<file path="config.mk">
export PLATFORM = sky130hd
export DESIGN_NAME = ray_nearest_segment_hit_core
export DESIGN_NICKNAME = d
export VERILOG_FILES = /design/src/rnsh_pkg.sv /design/src/ray_nearest_segment_hit_core.sv
export SDC_FILE = /design/constraint.sdc
export NUM_CORES = 2
export LEC_CHECK = 0
export ABC_AREA = 0
export BUFFER_PORTS_ARGS = -buffer_cell sky130_fd_sc_hd__buf_2
export CORE_MARGIN = 5
export CORE_UTILIZATION = 35
export DETAILED_ROUTE_END_ITERATION = 12
export SYNTH_ARGS = -nofsm -noshare
export SYNTH_HDL_FRONTEND = slang
export SYNTH_SLANG_ARGS = --single-unit
</file>
<file path="constraint.sdc">
create_clock -name aclk -period 9.11 [get_ports aclk]
set_input_delay 1.3665 -clock aclk [delete_from_list [all_inputs] [get_ports aclk]]
set_output_delay 1.3665 -clock aclk [all_outputs]
set_load 0.01 [all_outputs]
</file>
<file path="src/rnsh_pkg.sv">
`default_nettype none

package rnsh_pkg;

    // Default widths of coordinates and of the ray parameter t.
    localparam int COORD_BITS_DEF    = 16;
    localparam int FRACTION_BITS_DEF = 16;

    // Fixed widths of the length register and of the reported distance.
    localparam int LEN_BITS       = 12;
    localparam int DIST_BITS      = 16;
    localparam int DIST_FRAC_BITS = 4;

    // Configuration register indexes.
    localparam int CFG_INDEX_BITS = 3;

    typedef enum logic [CFG_INDEX_BITS-1:0] {
        CFG_RAY_ORIGIN_X = 3'd0,
        CFG_RAY_ORIGIN_Y = 3'd1,
        CFG_RAY_END_X    = 3'd2,
        CFG_RAY_END_Y    = 3'd3,
        CFG_RAY_LENGTH   = 3'd4
    } cfg_index_t;

    // Register values after reset.
    localparam int RAY_END_Y_RESET  = -3200;
    localparam int RAY_LENGTH_RESET = 200;

endpackage

`default_nettype wire

</file>
<file path="src/ray_nearest_segment_hit_core.sv">
`default_nettype none

// Casts one ray, set by the configuration registers, against a stream of boundary
// segments and reports the nearest proper crossing when the segment flagged as last
// has been processed. A segment is worked on by one shared signed multiplier and a
// restoring divider that yields one quotient bit per cycle; s_ready is high only
// while the core is idle, so a new segment is taken only once the previous one is done.
// A segment that misses skips the divider; a hit runs it, and a new nearest hit
// also computes the hit point. After the last segment of a pass the result register
// is loaded, once the previous result has been taken. Register writes must only be
// made while the core is idle.
module ray_nearest_segment_hit_core
    import rnsh_pkg::*;
#(
    parameter int COORD_BITS    = COORD_BITS_DEF,
    parameter int FRACTION_BITS = FRACTION_BITS_DEF
) (
    input  wire logic                                aclk,
    input  wire logic                                aresetn,

    input  wire logic                                cfg_wr_en,
    input  wire logic [CFG_INDEX_BITS-1:0]           cfg_index,
    input  wire logic [((COORD_BITS > LEN_BITS) ? COORD_BITS : LEN_BITS)-1:0] cfg_wr_data,

    input  wire logic                                s_valid,
    output      logic                                s_ready,
    input  wire logic signed [COORD_BITS-1:0]        s_seg_start_x,
    input  wire logic signed [COORD_BITS-1:0]        s_seg_start_y,
    input  wire logic signed [COORD_BITS-1:0]        s_seg_end_x,
    input  wire logic signed [COORD_BITS-1:0]        s_seg_end_y,
    input  wire logic                                s_last_segment,

    output      logic                                m_valid,
    input  wire logic                                m_ready,
    output      logic                                m_hit_found,
    output      logic [DIST_BITS-1:0]                m_hit_distance,
    output      logic signed [COORD_BITS-1:0]        m_hit_x,
    output      logic signed [COORD_BITS-1:0]        m_hit_y
);

    // Widths: differences, cross products, multiplier operands, rounding sums.
    localparam int DW    = COORD_BITS + 1;
    localparam int PW    = 2 * COORD_BITS + 3;
    localparam int MW0   = (DW > FRACTION_BITS + 1) ? DW : FRACTION_BITS + 1;
    localparam int MW    = (MW0 > LEN_BITS + 1) ? MW0 : LEN_BITS + 1;
    localparam int PRW   = 2 * MW + 1;
    localparam int DSW   = 2 * MW + DIST_FRAC_BITS;
    localparam int CNT_W = $clog2(FRACTION_BITS + 1);

    localparam logic [FRACTION_BITS:0] FRAC_ONE = {1'b1, {FRACTION_BITS{1'b0}}};
    localparam logic [PRW-1:0] RND_HALF = PRW'(1) << (FRACTION_BITS - 1);
    localparam logic [DSW-1:0] DST_HALF = DSW'(1) << (FRACTION_BITS - 1);
    localparam logic [CNT_W-1:0] MUL_LAST = CNT_W'(6);

    typedef enum logic [3:0] {
        S_IDLE,
        S_MUL,
        S_NORM,
        S_TEST,
        S_DIV,
        S_CMP,
        S_PX,
        S_PY,
        S_PW,
        S_TAIL,
        S_EMIT
    } state_t;

    state_t state_reg;

    // Configuration registers.
    logic signed [COORD_BITS-1:0] ray_origin_x_reg, ray_origin_y_reg;
    logic signed [COORD_BITS-1:0] ray_end_x_reg, ray_end_y_reg;
    logic [LEN_BITS-1:0]          ray_length_reg;

    // Pass state.
    logic [FRACTION_BITS:0]       best_fraction_reg;
    logic signed [COORD_BITS-1:0] best_point_x_reg, best_point_y_reg;
    logic                         any_hit_reg;

    // Working registers of one segment.
    logic signed [DW-1:0]         a_reg, b_reg, c_reg, d_reg, e_reg, f_reg;
    logic                         last_reg;
    logic [CNT_W-1:0]             cnt_reg;
    logic signed [PW-1:0]         den_reg, tn_reg, un_reg;
    logic [PW-1:0]                rem_reg;
    logic [FRACTION_BITS-1:0]     q_reg;
    logic signed [2*MW-1:0]       prod_reg;

    // Output register.
    logic                         m_valid_reg;
    logic                         m_hit_found_reg;
    logic [DIST_BITS-1:0]         m_hit_distance_reg;
    logic signed [COORD_BITS-1:0] m_hit_x_reg, m_hit_y_reg;

    // Ray direction as magnitude and sign, for the hit point.
    logic signed [DW-1:0] ray_dx, ray_dy;
    logic                 dx_neg, dy_neg;
    logic [DW-1:0]        dx_mag, dy_mag;

    always_comb begin
        ray_dx = DW'(ray_end_x_reg) - DW'(ray_origin_x_reg);
        ray_dy = DW'(ray_end_y_reg) - DW'(ray_origin_y_reg);
        dx_neg = ray_dx[DW-1];
        dy_neg = ray_dy[DW-1];
        dx_mag = dx_neg ? $unsigned(-ray_dx) : $unsigned(ray_dx);
        dy_mag = dy_neg ? $unsigned(-ray_dy) : $unsigned(ray_dy);
    end

    // Operand selection for the shared multiplier.
    logic signed [MW-1:0] op_a, op_b;

    always_comb begin
        op_a = '0;
        op_b = '0;
        unique case (state_reg)
            S_MUL: begin
                unique case (cnt_reg)
                    CNT_W'(0): begin op_a = MW'(a_reg); op_b = MW'(c_reg); end
                    CNT_W'(1): begin op_a = MW'(b_reg); op_b = MW'(d_reg); end
                    CNT_W'(2): begin op_a = MW'(e_reg); op_b = MW'(c_reg); end
                    CNT_W'(3): begin op_a = MW'(f_reg); op_b = MW'(d_reg); end
                    CNT_W'(4): begin op_a = MW'(b_reg); op_b = MW'(e_reg); end
                    CNT_W'(5): begin op_a = MW'(a_reg); op_b = MW'(f_reg); end
                    default: begin op_a = '0; op_b = '0; end
                endcase
            end
            S_PX: begin
                op_a = MW'($signed({1'b0, q_reg}));
                op_b = MW'($signed({1'b0, dx_mag}));
            end
            S_PY: begin
                op_a = MW'($signed({1'b0, q_reg}));
                op_b = MW'($signed({1'b0, dy_mag}));
            end
            S_TAIL, S_EMIT: begin
                op_a = MW'($signed({1'b0, best_fraction_reg}));
                op_b = MW'($signed({1'b0, ray_length_reg}));
            end
            default: begin op_a = '0; op_b = '0; end
        endcase
    end

    // Accumulation of the cross products: even steps load, odd steps subtract.
    logic signed [PW-1:0] prod_ext;
    assign prod_ext = PW'(prod_reg);

    // Hit point from the last product: round half away from zero, then add origin.
    logic [PRW-1:0]               pt_rnd;
    logic signed [DW-1:0]         pt_mag, pt_base, pt_sum;
    logic                         pt_neg;
    logic [COORD_BITS-1:0]        pt_next;

    always_comb begin
        pt_rnd  = PRW'($unsigned(prod_reg)) + RND_HALF;
        pt_mag  = $signed(pt_rnd[FRACTION_BITS +: DW]);
        pt_neg  = (state_reg == S_PY) ? dx_neg : dy_neg;
        pt_base = (state_reg == S_PY) ? DW'(ray_origin_x_reg) : DW'(ray_origin_y_reg);
        pt_sum  = pt_neg ? (pt_base - pt_mag) : (pt_base + pt_mag);
        pt_next = pt_sum[COORD_BITS-1:0];
    end

    // Distance: t times length, scaled to four fraction bits and rounded; the full length without a hit.
    logic [DSW-1:0]       dist_sum;
    logic [DIST_BITS-1:0] dist_next;

    always_comb begin
        dist_sum  = (DSW'($unsigned(prod_reg)) << DIST_FRAC_BITS) + DST_HALF;
        dist_next = any_hit_reg ? dist_sum[FRACTION_BITS +: DIST_BITS]
                                : {ray_length_reg, {DIST_FRAC_BITS{1'b0}}};
    end

    // Divider step: shift the partial remainder and subtract where it fits.
    logic [PW-1:0] den_u, rem_shift;
    logic          rem_ge;

    always_comb begin
        den_u     = $unsigned(den_reg);
        rem_shift = {rem_reg[PW-2:0], 1'b0};
        rem_ge    = (rem_shift >= den_u);
    end

    logic hit_test;
    assign hit_test = (tn_reg > 0) && (tn_reg < den_reg) && (un_reg > 0) && (un_reg < den_reg);

    // Shared multiplier with its output register.
    always_ff @(posedge aclk) begin
        prod_reg <= op_a * op_b;
    end

    // Sequencer, pass state, configuration and the output register.
    always_ff @(posedge aclk) begin
        if (!aresetn) begin
            state_reg         <= S_IDLE;
            ray_origin_x_reg  <= '0;
            ray_origin_y_reg  <= '0;
            ray_end_x_reg     <= '0;
            ray_end_y_reg     <= COORD_BITS'(RAY_END_Y_RESET);
            ray_length_reg    <= LEN_BITS'(RAY_LENGTH_RESET);
            best_fraction_reg <= FRAC_ONE;
            best_point_x_reg  <= '0;
            best_point_y_reg  <= '0;
            any_hit_reg       <= 1'b0;
            m_valid_reg       <= 1'b0;
            cnt_reg           <= '0;
        end else begin
            // Register writes.
            if (cfg_wr_en) begin
                unique case (cfg_index)
                    CFG_RAY_ORIGIN_X: ray_origin_x_reg <= cfg_wr_data[COORD_BITS-1:0];
                    CFG_RAY_ORIGIN_Y: ray_origin_y_reg <= cfg_wr_data[COORD_BITS-1:0];
                    CFG_RAY_END_X:    ray_end_x_reg    <= cfg_wr_data[COORD_BITS-1:0];
                    CFG_RAY_END_Y:    ray_end_y_reg    <= cfg_wr_data[COORD_BITS-1:0];
                    CFG_RAY_LENGTH:   ray_length_reg   <= cfg_wr_data[LEN_BITS-1:0];
                    default: ;
                endcase
            end

            // The result leaves on a completed transfer; in S_EMIT the load decides.
            if (m_valid_reg && m_ready && (state_reg != S_EMIT)) begin
                m_valid_reg <= 1'b0;
            end

            unique case (state_reg)
                S_IDLE: begin
                    if (s_valid) begin
                        a_reg    <= DW'(ray_origin_x_reg) - DW'(ray_end_x_reg);
                        b_reg    <= DW'(ray_origin_y_reg) - DW'(ray_end_y_reg);
                        c_reg    <= DW'(s_seg_start_y) - DW'(s_seg_end_y);
                        d_reg    <= DW'(s_seg_start_x) - DW'(s_seg_end_x);
                        e_reg    <= DW'(ray_origin_x_reg) - DW'(s_seg_start_x);
                        f_reg    <= DW'(ray_origin_y_reg) - DW'(s_seg_start_y);
                        last_reg <= s_last_segment;
                        cnt_reg  <= '0;
                        state_reg <= S_MUL;
                    end
                end
                S_MUL: begin
                    // The product of step k is folded in during step k+1.
                    unique case (cnt_reg)
                        CNT_W'(1): den_reg <= prod_ext;
                        CNT_W'(2): den_reg <= den_reg - prod_ext;
                        CNT_W'(3): tn_reg  <= prod_ext;
                        CNT_W'(4): tn_reg  <= tn_reg - prod_ext;
                        CNT_W'(5): un_reg  <= prod_ext;
                        CNT_W'(6): un_reg  <= un_reg - prod_ext;
                        default: ;
                    endcase
                    cnt_reg <= cnt_reg + CNT_W'(1);
                    if (cnt_reg == MUL_LAST) begin
                        state_reg <= S_NORM;
                    end
                end
                S_NORM: begin
                    // Make the denominator positive; a zero one fails the test.
                    if (den_reg < 0) begin
                        den_reg <= -den_reg;
                        tn_reg  <= -tn_reg;
                        un_reg  <= -un_reg;
                    end
                    state_reg <= S_TEST;
                end
                S_TEST: begin
                    if (hit_test) begin
                        any_hit_reg <= 1'b1;
                        rem_reg     <= $unsigned(tn_reg);
                        q_reg       <= '0;
                        cnt_reg     <= CNT_W'(FRACTION_BITS);
                        state_reg   <= S_DIV;
                    end else begin
                        state_reg <= S_TAIL;
                    end
                end
                S_DIV: begin
                    rem_reg <= rem_ge ? (rem_shift - den_u) : rem_shift;
                    q_reg   <= {q_reg[FRACTION_BITS-2:0], rem_ge};
                    cnt_reg <= cnt_reg - CNT_W'(1);
                    if (cnt_reg == CNT_W'(1)) begin
                        state_reg <= S_CMP;
                    end
                end
                S_CMP: begin
                    // A tie keeps the earlier hit.
                    if ({1'b0, q_reg} < best_fraction_reg) begin
                        state_reg <= S_PX;
                    end else begin
                        state_reg <= S_TAIL;
                    end
                end
                S_PX: begin
                    state_reg <= S_PY;
                end
                S_PY: begin
                    best_point_x_reg <= pt_next;
                    state_reg        <= S_PW;
                end
                S_PW: begin
                    best_point_y_reg  <= pt_next;
                    best_fraction_reg <= {1'b0, q_reg};
                    state_reg         <= S_TAIL;
                end
                S_TAIL: begin
                    state_reg <= last_reg ? S_EMIT : S_IDLE;
                end
                S_EMIT: begin
                    if (!m_valid_reg || m_ready) begin
                        m_valid_reg        <= 1'b1;
                        m_hit_found_reg    <= any_hit_reg;
                        m_hit_distance_reg <= dist_next;
                        m_hit_x_reg        <= best_point_x_reg;
                        m_hit_y_reg        <= best_point_y_reg;
                        best_fraction_reg  <= FRAC_ONE;
                        best_point_x_reg   <= '0;
                        best_point_y_reg   <= '0;
                        any_hit_reg        <= 1'b0;
                        state_reg          <= S_IDLE;
                    end
                end
                default: state_reg <= S_IDLE;
            endcase
        end
    end

    assign s_ready        = (state_reg == S_IDLE);
    assign m_valid        = m_valid_reg;
    assign m_hit_found    = m_hit_found_reg;
    assign m_hit_distance = m_hit_distance_reg;
    assign m_hit_x        = m_hit_x_reg;
    assign m_hit_y        = m_hit_y_reg;

    // The nearest t never exceeds one.
    assert property (@(posedge aclk) disable iff (!aresetn)
        best_fraction_reg <= FRAC_ONE)
        else $error("nearest fraction above one");

    // Without a hit in the pass the nearest state holds its cleared values.
    assert property (@(posedge aclk) disable iff (!aresetn)
        !any_hit_reg |-> (best_fraction_reg == FRAC_ONE) && (best_point_x_reg == '0)
                         && (best_point_y_reg == '0))
        else $error("pass state changed without a hit");

    // The partial remainder stays below the divisor throughout the division.
    assert property (@(posedge aclk) disable iff (!aresetn)
        (state_reg == S_DIV) |-> (rem_reg < den_u) && (den_reg > 0))
        else $error("divider remainder out of range");

    // A result without a hit reports the origin-free zero point.
    assert property (@(posedge aclk) disable iff (!aresetn)
        (m_valid_reg && !m_hit_found_reg) |-> (m_hit_x_reg == '0) && (m_hit_y_reg == '0))
        else $error("miss reported with a non-zero point");

    // No segment is taken while a finished pass waits for the result register.
    assert property (@(posedge aclk) disable iff (!aresetn)
        (state_reg == S_EMIT) |-> !s_ready)
        else $error("segment accepted while a result is pending");

endmodule

`default_nettype wire
</file>
### After elaboration in Yosys (flattened, before gate mapping)

Cells that the tools add are included.

| cells by class | value |
|---|---|
| add/sub/neg operators | 23 |
| multiply operators | 1 |
| divide/modulo/power cells | 0 |
| order comparisons | 7 |
| eq/ne operators | 30 |
| shift operators | 0 |
| mux-type cells | 46 |
| bitwise logic cells | 0 |
| reductions and logical operators | 38 |

Operator list:

| operator | count |
|---|---|
| one-hot mux 35 bit (2 select lines) | 6 |
| one-hot mux 17 bit (4 select lines) | 3 |
| subtractor 16 x 16 -> 17 bit | 8 |
| two-way mux 35 bit | 3 |
| negator 35 bit | 3 |
| subtractor 35 x 34 -> 35 bit | 3 |
| one-hot mux 16 bit (2 select lines) | 3 |
| two-way mux 16 bit | 5 |
| greater-than comparator 35 x 1 -> 1 bit (second input constant) | 2 |
| < comparator 35 bit | 2 |
| two-way mux 34 bit | 2 |
| one-hot mux 34 bit (2 select lines) | 1 |
| adder 32 x 16 -> 32 bit (second input constant) | 2 |
| two-way mux 17 bit | 3 |
| one-hot mux 17 bit (3 select lines) | 1 |
| one-hot mux 4 bit (11 select lines) | 1 |
| >= comparator 35 bit | 1 |
| < comparator 35 x 1 -> 1 bit (second input constant) | 1 |
| multiplier 17 x 17 -> 34 bit | 1 |
| negator 17 bit | 2 |
| one-hot mux 17 bit (2 select lines) | 1 |
| subtractor 34 bit | 1 |
| two-way mux 4 bit | 7 |
| one-hot mux 5 bit (4 select lines) | 1 |
| other kinds (34) | 82 |

| storage, ports and cells | value |
|---|---|
| register bits after elaboration | 477 |
| latch bits | 0 |
| RAM bits | 0 |
| memory bits (read-only) | 0 |
| bits of input ports | 89 |
| output and inout bits | 51 |
| logic and storage cells | 175 |
| memories kept | 0 |

### Logic depth before layout (Yosys ltp)

| logic depth | value |
|---|---|
| word-level depth | 6 |
| depth in mapped cells | 38 |
| depth with buffers taken out | 38 |

### Least setup slack after synthesis

OpenSTA, ideal clock, no wires.

| timing path | value |
|---|---|
| path kind | flip-flop to flip-flop |
| start point | register ray_origin_y_reg[1] |
| end point | register prod_reg[33] |
| library setup time | 0.072 ns |
| data arrival time | 9.037 ns |
| required time | 9.038 ns |
| setup slack | 0.001 ns |
| stages on the path, launching flop included | 35 |
| path buffers | 1 |
| clock period less this slack | 9.109 ns |
| cell sequence | dfxtp_1 -> inv_1 -> ha_1 -> nor2b_1 -> o31a_2 -> o31ai_1 -> a21boi_1 -> o211ai_1 -> a31o_2 -> mux2_2 -> a211oi_1 -> xnor2_1 -> a221oi_4 -> buf_6 -> nor2_1 -> fa_1 -> fa_1 -> fa_1 -> fa_1 -> fa_1 -> inv_1 -> fa_1 -> inv_1 -> ha_1 -> a21o_1 -> a21o_1 -> a21oi_1 -> o21ai_0 -> a21oi_1 -> a31oi_1 -> o21a_1 -> or4_1 -> a31o_2 -> a21oi_1 -> xnor2_1 |

| on the way | value |
|---|---|
| word-level cells in the longest chain between the ends | 5 |

Ends and longest elaborated chain:

| element | line | text |
|---|---|---|
| start, declared | ray_nearest_segment_hit_core.sv:72 | `logic signed [COORD_BITS-1:0] ray_origin_x_reg, ray_origin_y_reg;` |
| start signal, assigned | ray_nearest_segment_hit_core.sv:211 | `CFG_RAY_ORIGIN_Y: ray_origin_y_reg <= cfg_wr_data[COORD_BITS-1:0];` |
| subtractor 16 x 16 -> 17 bit * | ray_nearest_segment_hit_core.sv:103 | `ray_dy = DW'(ray_end_y_reg) - DW'(ray_origin_y_reg);` |
| negator 17 bit | ray_nearest_segment_hit_core.sv:107 | `dy_mag = dy_neg ? $unsigned(-ray_dy) : $unsigned(ray_dy);` |
| two-way mux 17 bit * | ray_nearest_segment_hit_core.sv:107 |  |
| one-hot mux 17 bit (4 select lines) * | ray_nearest_segment_hit_core.sv:116 | `unique case (state_reg)` |
| multiplier 17 x 17 -> 34 bit * | ray_nearest_segment_hit_core.sv:188 | `prod_reg <= op_a * op_b;` |
| end signal, assigned | ray_nearest_segment_hit_core.sv:188 |  |
| end, declared | ray_nearest_segment_hit_core.sv:88 | `logic signed [2*MW-1:0] prod_reg;` |

Mark *: on every way between the ends. The rest lies on a longest branch, timed or not.
A chain may end at the register's enable or synchronous reset.

### Worst setup path in the final report

Ends and elaborated chain as after synthesis.

==> impl_results.md <==
- Clock skew: 65.2 ps
- Fillers: roughly 14,000
- Flops & latches, synth: roughly 480
- Highest Clock Rate: 112 MHz
- Initial antenna violation count: 4
- Gr usage total: 0.225
- Fin crit share: 0.978
- Top post-synthesis cells by count: inv_1, nand2_1, nor2_1
- Synth area leaders: edfxtp_1, fa_1, ha_1, dfxtp_1, a21oi_1
- Most frequent CP cell: fa_1
- CTS Sinks: about 480
- Register area share after synthesis: 0.258
- H-tree depth: 2
- Placed wire-length estimate: 135 mm
- Yosys warning count: 0
- P_leak: 24.4 nW
- Setup_tns: 0 ps
- CP endpoint kind: register
- Layout Area Growth over Synthesis: 15.2%
- EDFF count, synth: approximately 300
- Status: finished, final reports clean
- Share of layout cells above drive strength 1: 0.123
- First-pass GRT wire length: 258 mm
- Core Box Area: between 100,000 and 150,000 um^2
- Antenna Nets Post-Route: 0
- Overflow after GRT: 0
- RSZ-0062 raised after global routing: true
- Drt first pass iters: 6
- Avg Inst Size Synth: between 8 and 9 um^2
- Synth async-reset ratio: 0
- Reg clk slew, reported paths: approximately 60 ps
- Drt initial violations: approximately 3,900
- Root Buffer: clkbuf_16
- CTS tree: yes
- Tmin final: 8910 ps
- Synthesized instance count: 5,765
- Library cells used by synthesis: 89
- CTS Buffer Depth: 3
- Die Ht: 384 um
- WP data required: ~9700 ps
- I/O Buffers: 139
- Minimum setup slack among reg-to-reg paths: 200 ps
- Final layout net count: 6,931
- Pre-CTS setup slack: -136 ps
- Total die area: ~150,000 um^2
- Rel. slew slack: 0.138
- Worst vdd rail ir drop: about 0.17 mV
- Via count: 44,000
- Critical path launch point type: register
- Slew @ Worst Pin: 1290 ps
- Hold Buf Count CTS: 0
- Vias in the first global route: 42,700
- Final Setup Violations: 0
- Max Cap Violations: 0
- Cell taking the most area after synthesis: edfxtp_1
- Post-Syn Nets: 6,624
- Synth top area share: 0.188
- Ys flop type: edfxtp_1
- Floorplan row count: 137
- Post-Syn Area: 48,900 um^2
- WS Path Type: reg2reg
- Slew Limit Fails: 0
- CP max FO: 6
- CP Data Arrival Time: 9470 ps
- Final hold vios: 0
- Largest net degree at the start of global routing: 88
- Clk_lat worst skew: roughly 700 ps
- Die W: 384 um
- Critical Path Max Stage Delay: 520 ps
- Most frequent cell after synthesis: inv_1
- Placer Congestion: 0.986
- Worst setup margin: 204 ps
- I/O pin total: 140
- Num CTS Buffers: 57
- Pwr dens: 173 nW/um^2
- Slowest cell on crit path: fa_1
- Residual DRC: 0
- Initial cell density of the core: 0.352
- Total wire length: 171 mm
- WL/cell: 21.3 um
- Hold Path Class: reg2reg
- Via density: 5.49
## cell usage in the layout, fill, tap and decap left out, drive strengths merged, types with 17 or more instances in the layout
cell / count
a211oi: 68
nand2b: 69
mux2i: 20
a21boi: 25
a221oi: 27
and2: 48
o211ai: 23
edfxtp: 307
dfxtp: 170
clkinv: 29
a22oi: 53
ha: 460
nor3: 120
nand4: 44
clkbuf: 68
a221o: 17
a31oi: 56
inv: 655
or2: 24
nand3: 121
buf: 478
fa: 310
nand2: 607
nor2: 511
and3: 51
o21bai: 23
o21a: 55
nor2b: 87
o31a: 19
a222oi: 17
o31ai: 31
a21oi: 489
a21o: 143
o21ai: 278
xor2: 132
or3: 35
nor4: 37
xnor2: 247
## where the power goes
group	internal, W	switching (W)
registers	0.00253	0.000245
logic	0.00180	0.00281
clock network	0.00130	0.00106
## layout make-up
type | instances | area [um^2] | share of cell area
antenna | 4 | 10.0 | 0.000178
tap | 1876 | 2350 | 0.0417
sequential | 477 | 12600 | 0.224
clock buffer | 67 | 1500 | 0.0265
inverter | 651 | 2450 | 0.0434
multi-input combinational | 4405 | 33600 | 0.597
clock inverter | 40 | 373 | 0.00662
timing repair buffer | 480 | 3410 | 0.0606
## logic make-up (layout without fill, tap and decap cells)
| group | Yosys count | in the layout | synth area share |
|---|---|---|---|
| buf+inv | 883 | 1238 | 0.0694 |
| flops | 477 | 477 | 0.258 |
| fa+ha+maj | 770 | 770 | 0.244 |
| simple gates | 1800 | 1800 | 0.170 |
| mux | 22 | 22 | 0.00455 |
| other cells | 0 | 4 | 0 |
| xor+xnor | 379 | 379 | 0.0678 |
| compound gates | 1434 | 1434 | 0.186 |
## metrics by stage
step / std cells / hold slack [ps] / util / power (W) / area [um^2]
5_1_grt: 7996 / 443 / 0.405 / 0.0103 / 56300
2_1_floorplan: 5765 / 408 / - / 0.00567 / 48900
6_report: 8000 / 435 / 0.405 / 0.00974 / 56400
3_3_place_gp: 7863 / 415 / 0.385 / 0.00716 / 53600
4_1_cts: 7970 / 435 / 0.399 / 0.00960 / 55500
3_5_place_dp: 7863 / 420 / 0.385 / 0.00720 / 53600
## final timing paths
| path | from | to | cells after the start |
|---|---|---|---|
| max | ray_origin_y_reg[1]$_SDFFE_PN0P_ | prod_reg[33]$_DFF_P_ | 36 |
| min | best_point_x_reg[5]$_SDFFE_PN0P_ | m_hit_x[5]$_DFFE_PP_ | 0 |
| max reg2reg | ray_origin_y_reg[1]$_SDFFE_PN0P_ | prod_reg[33]$_DFF_P_ | 36 |
| min reg2reg | best_point_x_reg[5]$_SDFFE_PN0P_ | m_hit_x[5]$_DFFE_PP_ | 0 |
## critical path: cells and delay by family (launching register included)
kind,cells,cell delay (ps)
fa+ha+maj,8,3550
compound gates,16,2930
simple gates,3,840
buf+inv,6,560
mux,1,340
flops,1,330
xor+xnor,2,240
## layer usage
| metal | track usage | vias up | share of wire |
|---|---|---|---|
| li1 | - | 20600 | - |
| met1 | 0.305 | 21600 | 0.44 |
| met2 | 0.369 | 1518 | 0.46 |
| met3 | 0.0306 | 276 | 0.067 |
| met4 | 0.0762 | 2 | 0.039 |
| met5 | 0 | - | 0.000041 |
## repair_timing
item                       4_1_cts  5_1_grt
gates resized for setup         16      123
setup buffers                    0       27
setup endpoints to repair        4       13
cloned                           0        1
pin swaps                        6       69
No activity file was read; power rests on OpenSTA's default activity.
